### src/rtl/pen_packet_homography_mapper_defines.svh
// ----------------------------------------------------------------------------
// Pen packet homography mapper: shared macros
// Assertion helpers for the mapper and its divider; empty in synthesis.
// ----------------------------------------------------------------------------
`ifndef PEN_PACKET_HOMOGRAPHY_MAPPER_DEFINES_SVH
`define PEN_PACKET_HOMOGRAPHY_MAPPER_DEFINES_SVH

`ifndef SYNTHESIS
// Same-cycle implication
`define PHM_ASSERT_IMP(lbl, clk, rst_n, ante, cons, msg) \
	lbl: assert property (@(posedge clk) disable iff (!rst_n) (ante) |-> (cons)) \
		else $error(msg);
// Next-cycle implication
`define PHM_ASSERT_NXT(lbl, clk, rst_n, ante, cons, msg) \
	lbl: assert property (@(posedge clk) disable iff (!rst_n) (ante) |=> (cons)) \
		else $error(msg);
`else
`define PHM_ASSERT_IMP(lbl, clk, rst_n, ante, cons, msg)
`define PHM_ASSERT_NXT(lbl, clk, rst_n, ante, cons, msg)
`endif

`endif

### src/rtl/phm_pkg.sv
// ----------------------------------------------------------------------------
// Pen packet homography mapper package
// Shared widths, register indexes, packet constants and types.
// ----------------------------------------------------------------------------
package phm_pkg;

	// Coefficient width default
	localparam int COEF_WIDTH_DEF = 32;

	// Packet and result widths
	localparam int BYTE_W  = 8;
	localparam int RAW_W   = 16;
	localparam int POS_W   = 32;

	// Configuration port
	localparam int CFG_IDX_W  = 3;
	localparam int CFG_DATA_W = 64;

	localparam logic [CFG_IDX_W-1:0] CFG_H1_H2  = 3'd0;
	localparam logic [CFG_IDX_W-1:0] CFG_H3_H4  = 3'd1;
	localparam logic [CFG_IDX_W-1:0] CFG_H5_H6  = 3'd2;
	localparam logic [CFG_IDX_W-1:0] CFG_H7_H8  = 3'd3;
	localparam logic [CFG_IDX_W-1:0] CFG_H9     = 3'd4;
	localparam logic [CFG_IDX_W-1:0] CFG_CAL_EN = 3'd5;

	// Packet constants
	localparam logic [BYTE_W-1:0] SENSOR_OK = 8'h03;
	localparam logic [BYTE_W-1:0] TIP_MASK  = 8'h01;
	localparam logic [BYTE_W-1:0] LIT_MASK  = 8'h04;
	localparam logic [BYTE_W-1:0] BIG_MASK  = 8'h08;

	// Sequencer states
	typedef enum logic [2:0] {
		ST_IDLE,
		ST_MUL,
		ST_CHECK,
		ST_DIVX,
		ST_DIVY,
		ST_EMIT
	} phm_state_t;

	// Divider status back to the sequencer
	typedef struct packed {
		logic busy;
		logic done;
	} phm_div_stat_t;

endpackage

### src/rtl/phm_intf.sv
// ----------------------------------------------------------------------------
// Pen packet homography mapper channels
// Packet input, position result and configuration write channels.
// ----------------------------------------------------------------------------

// Pen packet channel
interface phm_pkt_if;
	import phm_pkg::*;
	logic              valid;
	logic              ready;
	logic [BYTE_W-1:0] sensor_byte;
	logic [BYTE_W-1:0] x_low_byte;
	logic [BYTE_W-1:0] x_high_byte;
	logic [BYTE_W-1:0] y_low_byte;
	logic [BYTE_W-1:0] y_high_byte;
	logic [BYTE_W-1:0] button_byte;

	modport source (output valid, sensor_byte, x_low_byte, x_high_byte,
		y_low_byte, y_high_byte, button_byte, input ready);
	modport sink (input valid, sensor_byte, x_low_byte, x_high_byte,
		y_low_byte, y_high_byte, button_byte, output ready);
endinterface

// Position result channel
interface phm_res_if;
	import phm_pkg::*;
	logic                    valid;
	logic                    ready;
	logic signed [POS_W-1:0] pos_x;
	logic signed [POS_W-1:0] pos_y;
	logic                    tip_pressed;
	logic                    little_pressed;
	logic                    big_pressed;
	logic                    was_mapped;

	modport source (output valid, pos_x, pos_y, tip_pressed, little_pressed, big_pressed,
		was_mapped, input ready);
	modport sink (input valid, pos_x, pos_y, tip_pressed, little_pressed, big_pressed,
		was_mapped, output ready);
endinterface

// Configuration write channel
interface phm_cfg_if;
	import phm_pkg::*;
	logic                  valid;
	logic                  ready;
	logic [CFG_IDX_W-1:0]  index;
	logic [CFG_DATA_W-1:0] data;

	modport source (output valid, index, data, input ready);
	modport sink (input valid, index, data, output ready);
endinterface

### src/rtl/pen_packet_homography_mapper.sv
// A packet with a bad sensor byte is dropped in its accept cycle. Raw packets
// go from ST_EMIT into the result register; mapped packets pass ST_MUL,
// ST_CHECK, ST_DIVX, ST_DIVY and ST_EMIT, with the serial divider giving two
// quotients per packet. One packet at a time: a new one is taken only in ST_IDLE.
// Reset (async, active low) loads the identity matrix, calibration off, no fault.
// ----------------------------------------------------------------------------
// Pen packet homography mapper
// Decodes pen packets and maps raw coordinates through a projective matrix
// using one shared multiplier and one shared serial divider.
// ----------------------------------------------------------------------------
`include "pen_packet_homography_mapper_defines.svh"

module pen_packet_homography_mapper #(
	parameter int COEF_WIDTH = phm_pkg::COEF_WIDTH_DEF
) (
	input  logic      clk,
	input  logic      arst_n,
	phm_pkt_if.sink   pkt,
	phm_res_if.source res,
	phm_cfg_if.sink   cfg
);
	import phm_pkg::*;

	// Product, accumulator and numerator widths
	localparam int PW = COEF_WIDTH + RAW_W + 1;
	localparam int AW = COEF_WIDTH + RAW_W + 2;
	localparam int NW = COEF_WIDTH + RAW_W + 4;

	// Multiply steps
	localparam logic [2:0] STEP_H7   = 3'd0;
	localparam logic [2:0] STEP_H8   = 3'd1;
	localparam logic [2:0] STEP_H1   = 3'd2;
	localparam logic [2:0] STEP_H2   = 3'd3;
	localparam logic [2:0] STEP_H4   = 3'd4;
	localparam logic [2:0] STEP_H5   = 3'd5;
	localparam logic [2:0] STEP_DONE = 3'd6;

	phm_state_t state_q, state_d;

	// Coefficient registers
	logic signed [COEF_WIDTH-1:0] h1_q, h2_q, h3_q, h4_q, h5_q, h6_q, h7_q, h8_q, h9_q;
	logic                         cal_en_q;
	logic                         fault_q;

	// Packet registers
	logic [RAW_W-1:0] rx_q, ry_q;
	logic             left_q, middle_q, right_q;
	logic             mapped_q;

	// Datapath registers
	logic [2:0]              step_q;
	logic signed [PW-1:0]    prod_s1;
	logic [2:0]              prod_step_s1;
	logic                    prod_vld_s1;
	logic signed [AW-1:0]    s_q, nx_q, ny_q;
	logic signed [NW-1:0]    num_y_q;
	logic signed [POS_W-1:0] qx_q, qy_q;

	// Result register
	logic                    res_vld_q;
	logic signed [POS_W-1:0] pos_x_q, pos_y_q;
	logic                    tip_pressed_q, little_pressed_q, big_pressed_q, was_mapped_q;

	// Control
	logic                         accept;
	logic                         map_en;
	logic                         fault_set;
	logic                         out_load;
	logic                         div_start;
	logic signed [NW-1:0]         div_dividend;
	logic signed [NW-1:0]         div_divisor;
	logic signed [NW-1:0]         num_x;
	logic signed [NW-1:0]         num_y;
	logic signed [NW-1:0]         div_quot;
	phm_div_stat_t                div_stat;
	logic signed [COEF_WIDTH-1:0] mul_a;
	logic [RAW_W-1:0]             mul_raw;
	logic signed [PW-1:0]         mul_p;

	assign accept = pkt.valid && pkt.ready;
	assign map_en = cal_en_q && !fault_q;

	// Rounding numerators and doubled scale
	assign num_x       = (NW'(nx_q) <<< 1) + NW'(s_q);
	assign num_y       = (NW'(ny_q) <<< 1) + NW'(s_q);
	assign div_divisor = NW'(s_q) <<< 1;

	// State register
	always_ff @(posedge clk or negedge arst_n) begin
		if (!arst_n) begin
			state_q <= ST_IDLE;
		end else begin
			state_q <= state_d;
		end
	end

	// Next state and sequencer outputs
	always_comb begin
		state_d      = state_q;
		pkt.ready    = 1'b0;
		fault_set    = 1'b0;
		out_load     = 1'b0;
		div_start    = 1'b0;
		div_dividend = num_x;
		unique case (state_q)
			ST_IDLE: begin
				pkt.ready = 1'b1;
				if (pkt.valid && (pkt.sensor_byte == SENSOR_OK)) begin
					state_d = map_en ? ST_MUL : ST_EMIT;
				end
			end
			ST_MUL: begin
				if (step_q == STEP_DONE) begin
					state_d = ST_CHECK;
				end
			end
			ST_CHECK: begin
				if (s_q == '0) begin
					fault_set = 1'b1;
					state_d   = ST_IDLE;
				end else begin
					div_start = 1'b1;
					state_d   = ST_DIVX;
				end
			end
			ST_DIVX: begin
				if (div_stat.done) begin
					div_start    = 1'b1;
					div_dividend = num_y_q;
					state_d      = ST_DIVY;
				end
			end
			ST_DIVY: begin
				if (div_stat.done) begin
					state_d = ST_EMIT;
				end
			end
			ST_EMIT: begin
				if (!res_vld_q || res.ready) begin
					out_load = 1'b1;
					state_d  = ST_IDLE;
				end
			end
			default: begin
				state_d = ST_IDLE;
			end
		endcase
	end

	// Configuration writes; writing calibrate_enable clears the fault
	assign cfg.ready = 1'b1;

	always_ff @(posedge clk or negedge arst_n) begin
		if (!arst_n) begin
			h1_q     <= COEF_WIDTH'(1);
			h2_q     <= '0;
			h3_q     <= '0;
			h4_q     <= '0;
			h5_q     <= COEF_WIDTH'(1);
			h6_q     <= '0;
			h7_q     <= '0;
			h8_q     <= '0;
			h9_q     <= COEF_WIDTH'(1);
			cal_en_q <= 1'b0;
			fault_q  <= 1'b0;
		end else begin
			if (fault_set) begin
				fault_q <= 1'b1;
			end
			if (cfg.valid) begin
				unique case (cfg.index)
					CFG_H1_H2: begin
						h1_q <= cfg.data[COEF_WIDTH-1:0];
						h2_q <= cfg.data[POS_W +: COEF_WIDTH];
					end
					CFG_H3_H4: begin
						h3_q <= cfg.data[COEF_WIDTH-1:0];
						h4_q <= cfg.data[POS_W +: COEF_WIDTH];
					end
					CFG_H5_H6: begin
						h5_q <= cfg.data[COEF_WIDTH-1:0];
						h6_q <= cfg.data[POS_W +: COEF_WIDTH];
					end
					CFG_H7_H8: begin
						h7_q <= cfg.data[COEF_WIDTH-1:0];
						h8_q <= cfg.data[POS_W +: COEF_WIDTH];
					end
					CFG_H9: begin
						h9_q <= cfg.data[COEF_WIDTH-1:0];
					end
					CFG_CAL_EN: begin
						cal_en_q <= cfg.data[0];
						fault_q  <= 1'b0;
					end
					default: begin
					end
				endcase
			end
		end
	end

	// Shared multiplier operand select
	always_comb begin
		case (step_q)
			STEP_H7: begin mul_a = h7_q; mul_raw = rx_q; end
			STEP_H8: begin mul_a = h8_q; mul_raw = ry_q; end
			STEP_H1: begin mul_a = h1_q; mul_raw = rx_q; end
			STEP_H2: begin mul_a = h2_q; mul_raw = ry_q; end
			STEP_H4: begin mul_a = h4_q; mul_raw = rx_q; end
			STEP_H5: begin mul_a = h5_q; mul_raw = ry_q; end
			default: begin mul_a = '0;   mul_raw = rx_q; end
		endcase
	end

	assign mul_p = PW'(mul_a) * $signed({1'b0, mul_raw});

	// Multiply step counter and product valid
	always_ff @(posedge clk or negedge arst_n) begin
		if (!arst_n) begin
			step_q      <= STEP_H7;
			prod_vld_s1 <= 1'b0;
		end else begin
			prod_vld_s1 <= (state_q == ST_MUL) && (step_q != STEP_DONE);
			if (accept) begin
				step_q <= STEP_H7;
			end else if ((state_q == ST_MUL) && (step_q != STEP_DONE)) begin
				step_q <= step_q + 1'b1;
			end
		end
	end

	// Capture packet, run products into the three sums
	always_ff @(posedge clk) begin
		if (accept) begin
			rx_q     <= {pkt.x_high_byte, pkt.x_low_byte};
			ry_q     <= {pkt.y_high_byte, pkt.y_low_byte};
			left_q   <= (pkt.button_byte & TIP_MASK) == '0;
			middle_q <= (pkt.button_byte & LIT_MASK) != '0;
			right_q  <= (pkt.button_byte & BIG_MASK) != '0;
			mapped_q <= map_en;
			s_q      <= AW'(h9_q);
			nx_q     <= AW'(h3_q);
			ny_q     <= AW'(h6_q);
		end else if (prod_vld_s1) begin
			case (prod_step_s1) inside
				STEP_H7, STEP_H8: s_q  <= s_q + AW'(prod_s1);
				STEP_H1, STEP_H2: nx_q <= nx_q + AW'(prod_s1);
				default:          ny_q <= ny_q + AW'(prod_s1);
			endcase
		end
		prod_s1      <= mul_p;
		prod_step_s1 <= step_q;
		if (state_q == ST_CHECK) begin
			num_y_q <= num_y;
		end
		if ((state_q == ST_DIVX) && div_stat.done) begin
			qx_q <= POS_W'(div_quot);
		end
		if ((state_q == ST_DIVY) && div_stat.done) begin
			qy_q <= POS_W'(div_quot);
		end
	end

	phm_divider #(
		.WIDTH (NW)
	) u_div (
		.clk      (clk),
		.arst_n   (arst_n),
		.start    (div_start),
		.dividend (div_dividend),
		.divisor  (div_divisor),
		.stat     (div_stat),
		.quotient (div_quot)
	);

	// Result register: hold until taken
	always_ff @(posedge clk or negedge arst_n) begin
		if (!arst_n) begin
			res_vld_q <= 1'b0;
		end else if (out_load) begin
			res_vld_q <= 1'b1;
		end else if (res.ready) begin
			res_vld_q <= 1'b0;
		end
	end

	always_ff @(posedge clk) begin
		if (out_load) begin
			pos_x_q          <= mapped_q ? qx_q : POS_W'(rx_q);
			pos_y_q          <= mapped_q ? qy_q : POS_W'(ry_q);
			tip_pressed_q    <= left_q;
			little_pressed_q <= middle_q;
			big_pressed_q    <= right_q;
			was_mapped_q     <= mapped_q;
		end
	end

	assign res.valid          = res_vld_q;
	assign res.pos_x          = pos_x_q;
	assign res.pos_y          = pos_y_q;
	assign res.tip_pressed    = tip_pressed_q;
	assign res.little_pressed = little_pressed_q;
	assign res.big_pressed    = big_pressed_q;
	assign res.was_mapped     = was_mapped_q;

	`PHM_ASSERT_IMP(a_fault_from_check, clk, arst_n, $rose(fault_q),
		$past(state_q == ST_CHECK), "fault set outside the scale check")
	`PHM_ASSERT_IMP(a_div_in_div_states, clk, arst_n, div_stat.busy,
		(state_q == ST_DIVX) || (state_q == ST_DIVY), "divider busy outside divide states")
	`PHM_ASSERT_IMP(a_word_from_emit, clk, arst_n, $rose(res_vld_q),
		$past(state_q == ST_EMIT), "result word loaded outside emit")
	`PHM_ASSERT_NXT(a_zero_scale_drop, clk, arst_n, (state_q == ST_CHECK) && (s_q == '0),
		(state_q == ST_IDLE) && fault_q, "zero scale did not drop the packet")

endmodule

### src/rtl/phm_divider.sv
// ----------------------------------------------------------------------------
// Pen packet homography mapper: serial signed divider
// Restoring division of magnitudes, one quotient bit per cycle, truncating
// toward zero.
// ----------------------------------------------------------------------------
`include "pen_packet_homography_mapper_defines.svh"

module phm_divider #(
	parameter int WIDTH = 52
) (
	input  logic                      clk,
	input  logic                      arst_n,
	input  logic                      start,
	input  logic signed [WIDTH-1:0]   dividend,
	input  logic signed [WIDTH-1:0]   divisor,
	output phm_pkg::phm_div_stat_t    stat,
	output logic signed [WIDTH-1:0]   quotient
);
	import phm_pkg::*;

	localparam int CW = $clog2(WIDTH);

	logic [WIDTH:0]   rem_q;
	logic [WIDTH-1:0] quo_q;
	logic [WIDTH-1:0] den_q;
	logic [CW-1:0]    cnt_q;
	logic             neg_q;
	logic             busy_q;
	logic             done_q;
	logic [WIDTH-1:0] quot_q;

	logic [WIDTH-1:0] dvd_mag;
	logic [WIDTH-1:0] dvs_mag;
	logic [WIDTH:0]   rem_sh;
	logic [WIDTH+1:0] diff;
	logic             ge;
	logic [WIDTH-1:0] quo_nx;

	// Take magnitudes; unsigned negation covers the most negative value
	assign dvd_mag = dividend[WIDTH-1] ? (~dividend + 1'b1) : dividend;
	assign dvs_mag = divisor[WIDTH-1] ? (~divisor + 1'b1) : divisor;

	// One restoring step
	assign rem_sh = {rem_q[WIDTH-1:0], quo_q[WIDTH-1]};
	assign diff   = {1'b0, rem_sh} - {2'b00, den_q};
	assign ge     = ~diff[WIDTH+1];
	assign quo_nx = {quo_q[WIDTH-2:0], ge};

	// Control: busy over WIDTH steps, done pulse after the last
	always_ff @(posedge clk or negedge arst_n) begin
		if (!arst_n) begin
			busy_q <= 1'b0;
			done_q <= 1'b0;
			cnt_q  <= '0;
			neg_q  <= 1'b0;
		end else begin
			done_q <= 1'b0;
			if (start && !busy_q) begin
				busy_q <= 1'b1;
				cnt_q  <= CW'(WIDTH - 1);
				neg_q  <= dividend[WIDTH-1] ^ divisor[WIDTH-1];
			end else if (busy_q) begin
				cnt_q <= cnt_q - 1'b1;
				if (cnt_q == '0) begin
					busy_q <= 1'b0;
					done_q <= 1'b1;
				end
			end
		end
	end

	// Datapath: shift the dividend in, collect quotient bits
	always_ff @(posedge clk) begin
		if (start && !busy_q) begin
			rem_q <= '0;
			quo_q <= dvd_mag;
			den_q <= dvs_mag;
		end else if (busy_q) begin
			rem_q <= ge ? diff[WIDTH:0] : rem_sh;
			quo_q <= quo_nx;
			if (cnt_q == '0) begin
				quot_q <= neg_q ? (~quo_nx + 1'b1) : quo_nx;
			end
		end
	end

	assign stat.busy = busy_q;
	assign stat.done = done_q;
	assign quotient  = quot_q;

	`PHM_ASSERT_IMP(a_start_idle, clk, arst_n, start, !busy_q,
		"divider started while busy")
	`PHM_ASSERT_NXT(a_done_pulse, clk, arst_n, done_q, !done_q,
		"divider done held longer than one cycle")
	`PHM_ASSERT_NXT(a_last_step_done, clk, arst_n, busy_q && (cnt_q == '0),
		done_q && !busy_q, "divider did not finish after its last step")

endmodule

### src/flat_wrapper.sv
// flat-port wrapper written by rule: the top's interface ports become plain ports
module pen_packet_homography_mapper_flat import phm_pkg::*;
#(
	parameter int COEF_WIDTH = phm_pkg::COEF_WIDTH_DEF
)
  (clk, arst_n, pkt_valid, pkt_sensor_byte, pkt_x_low_byte, pkt_x_high_byte, pkt_y_low_byte, pkt_y_high_byte, pkt_button_byte, pkt_ready, res_valid, res_pos_x, res_pos_y, res_tip_pressed, res_little_pressed, res_big_pressed, res_was_mapped, res_ready, cfg_valid, cfg_index, cfg_data, cfg_ready);
  phm_pkt_if pkt_i ();
  phm_res_if res_i ();
  phm_cfg_if cfg_i ();
  input  logic clk;
  input  logic arst_n;
  input wire logic [$bits(pkt_i.valid)-1:0] pkt_valid;
  input wire logic [$bits(pkt_i.sensor_byte)-1:0] pkt_sensor_byte;
  input wire logic [$bits(pkt_i.x_low_byte)-1:0] pkt_x_low_byte;
  input wire logic [$bits(pkt_i.x_high_byte)-1:0] pkt_x_high_byte;
  input wire logic [$bits(pkt_i.y_low_byte)-1:0] pkt_y_low_byte;
  input wire logic [$bits(pkt_i.y_high_byte)-1:0] pkt_y_high_byte;
  input wire logic [$bits(pkt_i.button_byte)-1:0] pkt_button_byte;
  output wire logic [$bits(pkt_i.ready)-1:0] pkt_ready;
  output wire logic [$bits(res_i.valid)-1:0] res_valid;
  output wire logic [$bits(res_i.pos_x)-1:0] res_pos_x;
  output wire logic [$bits(res_i.pos_y)-1:0] res_pos_y;
  output wire logic [$bits(res_i.tip_pressed)-1:0] res_tip_pressed;
  output wire logic [$bits(res_i.little_pressed)-1:0] res_little_pressed;
  output wire logic [$bits(res_i.big_pressed)-1:0] res_big_pressed;
  output wire logic [$bits(res_i.was_mapped)-1:0] res_was_mapped;
  input wire logic [$bits(res_i.ready)-1:0] res_ready;
  input wire logic [$bits(cfg_i.valid)-1:0] cfg_valid;
  input wire logic [$bits(cfg_i.index)-1:0] cfg_index;
  input wire logic [$bits(cfg_i.data)-1:0] cfg_data;
  output wire logic [$bits(cfg_i.ready)-1:0] cfg_ready;
  assign pkt_i.valid = pkt_valid;
  assign pkt_i.sensor_byte = pkt_sensor_byte;
  assign pkt_i.x_low_byte = pkt_x_low_byte;
  assign pkt_i.x_high_byte = pkt_x_high_byte;
  assign pkt_i.y_low_byte = pkt_y_low_byte;
  assign pkt_i.y_high_byte = pkt_y_high_byte;
  assign pkt_i.button_byte = pkt_button_byte;
  assign pkt_ready = pkt_i.ready;
  assign res_valid = res_i.valid;
  assign res_pos_x = res_i.pos_x;
  assign res_pos_y = res_i.pos_y;
  assign res_tip_pressed = res_i.tip_pressed;
  assign res_little_pressed = res_i.little_pressed;
  assign res_big_pressed = res_i.big_pressed;
  assign res_was_mapped = res_i.was_mapped;
  assign res_i.ready = res_ready;
  assign cfg_i.valid = cfg_valid;
  assign cfg_i.index = cfg_index;
  assign cfg_i.data = cfg_data;
  assign cfg_ready = cfg_i.ready;
  pen_packet_homography_mapper #(.COEF_WIDTH(COEF_WIDTH)) u_core (.clk(clk), .arst_n(arst_n), .pkt(pkt_i), .res(res_i), .cfg(cfg_i));
endmodule
### config.mk
export PLATFORM = sky130hd
export DESIGN_NAME = pen_packet_homography_mapper_flat
export DESIGN_NICKNAME = d
export VERILOG_FILES = /design/src/rtl/phm_pkg.sv /design/src/rtl/phm_intf.sv /design/src/rtl/pen_packet_homography_mapper.sv /design/src/rtl/phm_divider.sv /design/src/flat_wrapper.sv
export VERILOG_INCLUDE_DIRS = /design/src /design/src/rtl
export SDC_FILE = /design/constraint.sdc
export NUM_CORES = 2
export LEC_CHECK = 0
export BUFFER_PORTS_ARGS = -buffer_cell sky130_fd_sc_hd__buf_2
export CORE_UTILIZATION = 30
export DETAILED_ROUTE_END_ITERATION = 8
export PLACE_DENSITY = 0.48
export SLEW_MARGIN = 5
export SYNTH_ARGS = -nofsm -noshare
export SYNTH_HDL_FRONTEND = slang
export SYNTH_HIERARCHICAL = 1
export SYNTH_SLANG_ARGS = --single-unit
### constraint.sdc
create_clock -name clk -period 8.85 [get_ports clk]
set_input_delay 1.77 -clock clk [delete_from_list [all_inputs] [get_ports clk]]
set_output_delay 1.77 -clock clk [all_outputs]
set_load 0.05 [all_outputs]
==> Yosys cells after proc, flatten, opt, wreduce, memory -nomap -nowiden <==
Cells that the tools add are included.
{ "classes": {"addsub": 11, "multipliers": 1, "eq_ne": 28, "mux": 54, "bitwise_logic": 6, "n_reduce_logical": 38} }
{ "ops": {"columns": ["op", "count"], "rows": [
  ["$mux 50", 12],
  ["$mux 52", 6],
  ["$pmux 32 s6", 1],
  ["$add 50x49->50", 3],
  ["$add 51x50->52", 2],
  ["$add 52x1->52 const B", 2],
  ["$not 52->52", 2],
  ["$sub 53x52->54", 1],
  ["$logic_not 50->1", 1],
  ["$mul 32x17->49", 1],
  ["$mux 16", 3],
  ["$add 32x1->32 const B", 1],
  ["$mux 32", 1],
  ["$not 32->32", 1],
  ["$eq 3x2->1 const B", 8],
  ["$mux 3", 8],
  ["$eq 3x3->1 const B", 7],
  ["$mux 1", 18],
  ["$pmux 3 s6", 1],
  ["$reduce_and 2->1", 7],
  ["$eq 3x1->1 const B", 4],
  ["$logic_not 3->1", 4],
  ["$mux 6", 2],
  ["$reduce_bool 2->1", 6],
  ["19 further kinds", 36]
]} }
{ "word_totals": {"regBits": 917, "input_bits": 120, "out_inout_bits": 71} }

==> Depth between registers and ports, before layout <==
{ "depth": {"depth_word": 7, "ltp_mapped": 34, "depth_no_buf": 32} }

==> Hierarchy <==
Netlist, hierarchy kept.
{ "by_module_without_submodules": {"columns": ["mod", "n_inst", "cells_per_inst", "area_per_inst_um2", "seq_area_each_um2"], "rows": [
  ["pen_packet_homography_mapper", 1, 5571, 57162.3, 19592.5],
  ["phm_divider", 1, 1476, 13860.8, 5950.7]
]} }

==> Least setup slack after synthesis <==
OpenSTA, ideal clock, no wires.
{ "synth_timing": {"path_type": "register to register", "startpoint": "register u_core.step_q[1]", "endpoint": "register u_core.prod_s1[47]", "setup_time_ns": 0.072, "arrival_time_ns": 7.772, "required_time_ns": 8.778, "setup_slack_ns": 1.005, "stages_incl_launch_ff": 32, "path_buffers": 3, "synth_period_minus_slack_ns": 7.845, "path_cell_list": "dfrtp_1 -> inv_1 -> ha_1 -> a21oi_1 -> clkbuf_1 -> buf_1 -> mux2i_1 -> clkbuf_1 -> nor2_1 -> fa_1 -> inv_1 -> fa_1 -> inv_1 -> fa_1 -> inv_1 -> fa_1 -> fa_1 -> fa_1 -> inv_1 -> ha_1 -> o21a_1 -> o21ai_0 -> a21oi_1 -> a21oi_1 -> nor2_1 -> o21a_1 -> nor2_1 -> a31oi_1 -> a211oi_1 -> nor2_1 -> a311oi_1 -> xnor2_1"} }
{ "synth_via": {"elab_chain_cells": 4, "elab_cells_between_ends": 10, "classes_between": "mul: 1; eq/ne: 5; mux: 2; reduce/logical: 2"} }
{ "synth_rtl": {"columns": ["element", "line", "rtl"], "rows": [
  ["start, declared", "pen_packet_homography_mapper.sv:51", "logic [2:0] step_q;"],
  ["start signal, assigned", "pen_packet_homography_mapper.sv:227", "step_q <= step_q + 1'b1;"],
  ["$eq 3x1->1 (tied with other cells)", "pen_packet_homography_mapper.sv:204", "case (step_q)"],
  ["$reduce_or 3->1 (no source line)", null, null],
  ["$mux 16", "pen_packet_homography_mapper.sv:204", null],
  ["$mul 32x17->49 (*)", "pen_packet_homography_mapper.sv:215", "assign mul_p = PW'(mul_a) * $signed({1'b0, mul_raw});"],
  ["net u_core.mul_p[47]", "pen_packet_homography_mapper.sv:78", "logic signed [PW-1:0] mul_p;"],
  ["end signal, assigned", "pen_packet_homography_mapper.sv:251", "prod_s1 <= mul_p;"],
  ["end, declared", "pen_packet_homography_mapper.sv:52", "logic signed [PW-1:0] prod_s1;"]
]} }
Mark *: on every way through the listed nets, which the timed path passes. The rest lies on a longest branch.
A chain may end at the register's enable or synchronous reset.

==> Worst setup path in the final report <==
Ends and elaborated chain as after synthesis.

==> summary.md <==
| Metric | Value |
|---|---|
| Area Growth Syn to Fin | `13.03%` |
| Core Footprint | `0.2310 mm2` |
| Layout Cell Area excl Fill | `0.07914 mm2` |
| Drt total wl | `216.8 mm` |
| I/O Pins | `191` |
| Starting Density | `0.3031` |
| Measured slew at the worst slew-check pin | `1.018 ns` |
| Tcrit/Tclk final | `0.9467` |
| Busiest grt layer | `met2` |
| WP data required | `9.49 ns` |
| DRT Pass-1 Iters | `5` |
| Count of final setup violators | `0` |
| Pre-CTS WS | `-0.1930 ns` |
| Clock slew seen by the registers of the worst setup and hold paths | `0.06 ns` |
| Fmax | `119.4 MHz` |
| Post-Syn Instances | `6970` |
| Syn Area/Cell | `10.05 um2` |
| CTS sink count | `916` |
| Critical Path Start Type | `flip-flop` |
| Status | `finished, final reports clean` |
| Met1 Track Usage GR | `0.2512` |
| RSZ-0062 raised after global routing | `false` |
| Post-Syn Area | `0.07002 mm2` |
| Headroom to the max-slew limit | `0.3212` |
| Syn. warnings | `6` |
| Non-Filler Instances | `10290` |
| CTS Hold Bufs | `0` |
| ANT nets after route | `0` |
| Placed insts | `10060` |
| Met3 usage | `0.03231` |
| Nets | `8190` |
| Final Hold Viols | `0` |
| Gr ovfl total | `0` |
| Crit. End Element | `flip-flop` |
| Row cnt | `176` |
| First-pass GRT wire length | `326.8 mm` |
| Max stage delay cell, worst path | `a221oi_2` |
| Hold slack | `0.4191 ns` |
| Dpl hpwl | `170.7 mm` |
| Crit-path leading delay family | `adder cells` |
| Max Cap Violations | `0` |
| Die area | `0.2353 mm2` |
| Worst Hold Class | `flip-flop to flip-flop` |
| Max Root-Sink Buffers | `3` |
| Cell mode on critical path | `fa_1` |
| Largest net degree at the start of global routing | `148` |
| Ratio of cells with drive above 1 in the final layout | `0.1376` |
| Crit Path Class | `flip-flop to flip-flop` |
| CTS Buf Count | `108` |
| WL/cell | `21.08 um` |
| DR vias/cell | `5.063` |
| Final Max Tran Viols | `0` |
| DR vias | `52080` |
| Clk_skew | `0.05521 ns` |
| GRT met2 Usage | `0.2883` |
| H-Tree Depth | `3` |
| Clk root buf | `clkbuf_16` |
| Die Wd | `485.1 um` |
| WP buf/inv | `6` |
| Initial drt markers | `3738` |
| Clock latency on the worst-skew pair | `0.79 ns` |
| Final critical-path required period | `8.378 ns` |
| Fin worst setup slack | `0.4721 ns` |
| Vias in the first global route | `53480` |
| Chip height | `485.1 um` |
| Number of I/O port buffers | `184` |
| Placer congestion estimate | `0.8921` |
| CP arrival | `9.02 ns` |
| Post-Place Cell Area | `0.07519 mm2` |
| GR Util All Layers | `0.1824` |
| R2R Setup Slk | `0.47 ns` |
| TritonCTS clock tree | `built` |
| Worst path max stage delay | `0.60 ns` |
| Antenna violations before repair | `35` |
| Drt drc | `0` |
| CP Max Fanout | `14` |
[sequential cells by signal (all words and copies together) (netlist names), 49 cells and up]
signal / count
u_core/u_div/den_q: 52
u_core/ny_q: 50
u_core/s_q: 50
u_core/prod_s1: 49
u_core/u_div/quo_q: 52
u_core/u_div/rem_q: 52
u_core/nx_q: 50
u_core/num_y_q: 52
[repair_timing]
action	in CTS	in global routing
gates cloned	0	0
endpoints found under the hold margin	0	0
setup buffers	0	3
gates resized for setup	3	14
pin swaps	0	1
setup endpoints to repair	2	9
[cells in the final DEF (no fill, tap or decap), types with 36 or more instances in the layout]
master / count
nor2_1: 501
buf_4: 140
and3_1: 41
nand2_1: 729
a22oi_1: 59
nor2b_1: 50
dfrtp_1: 303
o21ai_0: 385
mux2_2: 360
ha_1: 424
o31ai_1: 60
edfxtp_1: 506
fa_1: 495
mux2i_1: 42
xnor2_1: 262
nor3_1: 54
nand3_1: 76
a21o_1: 190
nand2b_1: 58
or3_1: 38
o21a_1: 44
and2_1: 55
xor2_1: 192
clkbuf_16: 109
buf_2: 183
dfxtp_1: 103
a21oi_1: 437
nand4_1: 36
inv_1: 704
[area by class of cell]
| class | count | area, um2 |
|---|---|---|
| flip-flops and latches | 916 | 24940 |
| repair buffers | 336 | 2213 |
| well taps | 3026 | 3786 |
| clock buffers | 145 | 3023 |
| multi-input cells | 5079 | 41680 |
| clock inverters | 59 | 790.8 |
| diodes | 15 | 37.54 |
| inverters | 709 | 2666 |
| fillers | 23310 | 151900 |
[per-stage QoR]
step | TNS, ns | util
2_1_floorplan | 0 | -
3_3_place_gp | -0.1479 | 0.3255
3_5_place_dp | -0.3058 | 0.3255
4_1_cts | 0 | 0.3421
5_1_grt | 0 | 0.3425
6_report | 0 | 0.3426
[worst paths after layout]
path | start | end | cells after the start
max in group asynchronous | arst_n | u_core/h1_q[29] | 2
setup / recovery | u_core/step_q[1] | u_core/prod_s1[47] | 28
hold reg to reg | u_core/right_q | u_core/res.big_pressed | 0
hold / removal | u_core/right_q | u_core/res.big_pressed | 0
min in group asynchronous | arst_n | u_core/u_div/cnt_q[1] | 1
setup reg to reg | u_core/step_q[1] | u_core/prod_s1[47] | 28
[routing by layer]
layer / vias up / share of wire
li1: 24490 / -
met1: 25900 / 0.47
met2: 1328 / 0.44
met3: 353 / 0.056
met4: 6 / 0.032
met5: - / 0.00017
Power is left out: the tool's default activity adds up to more than one toggle a clock period on the data nets, which glitch-free logic cannot reach.
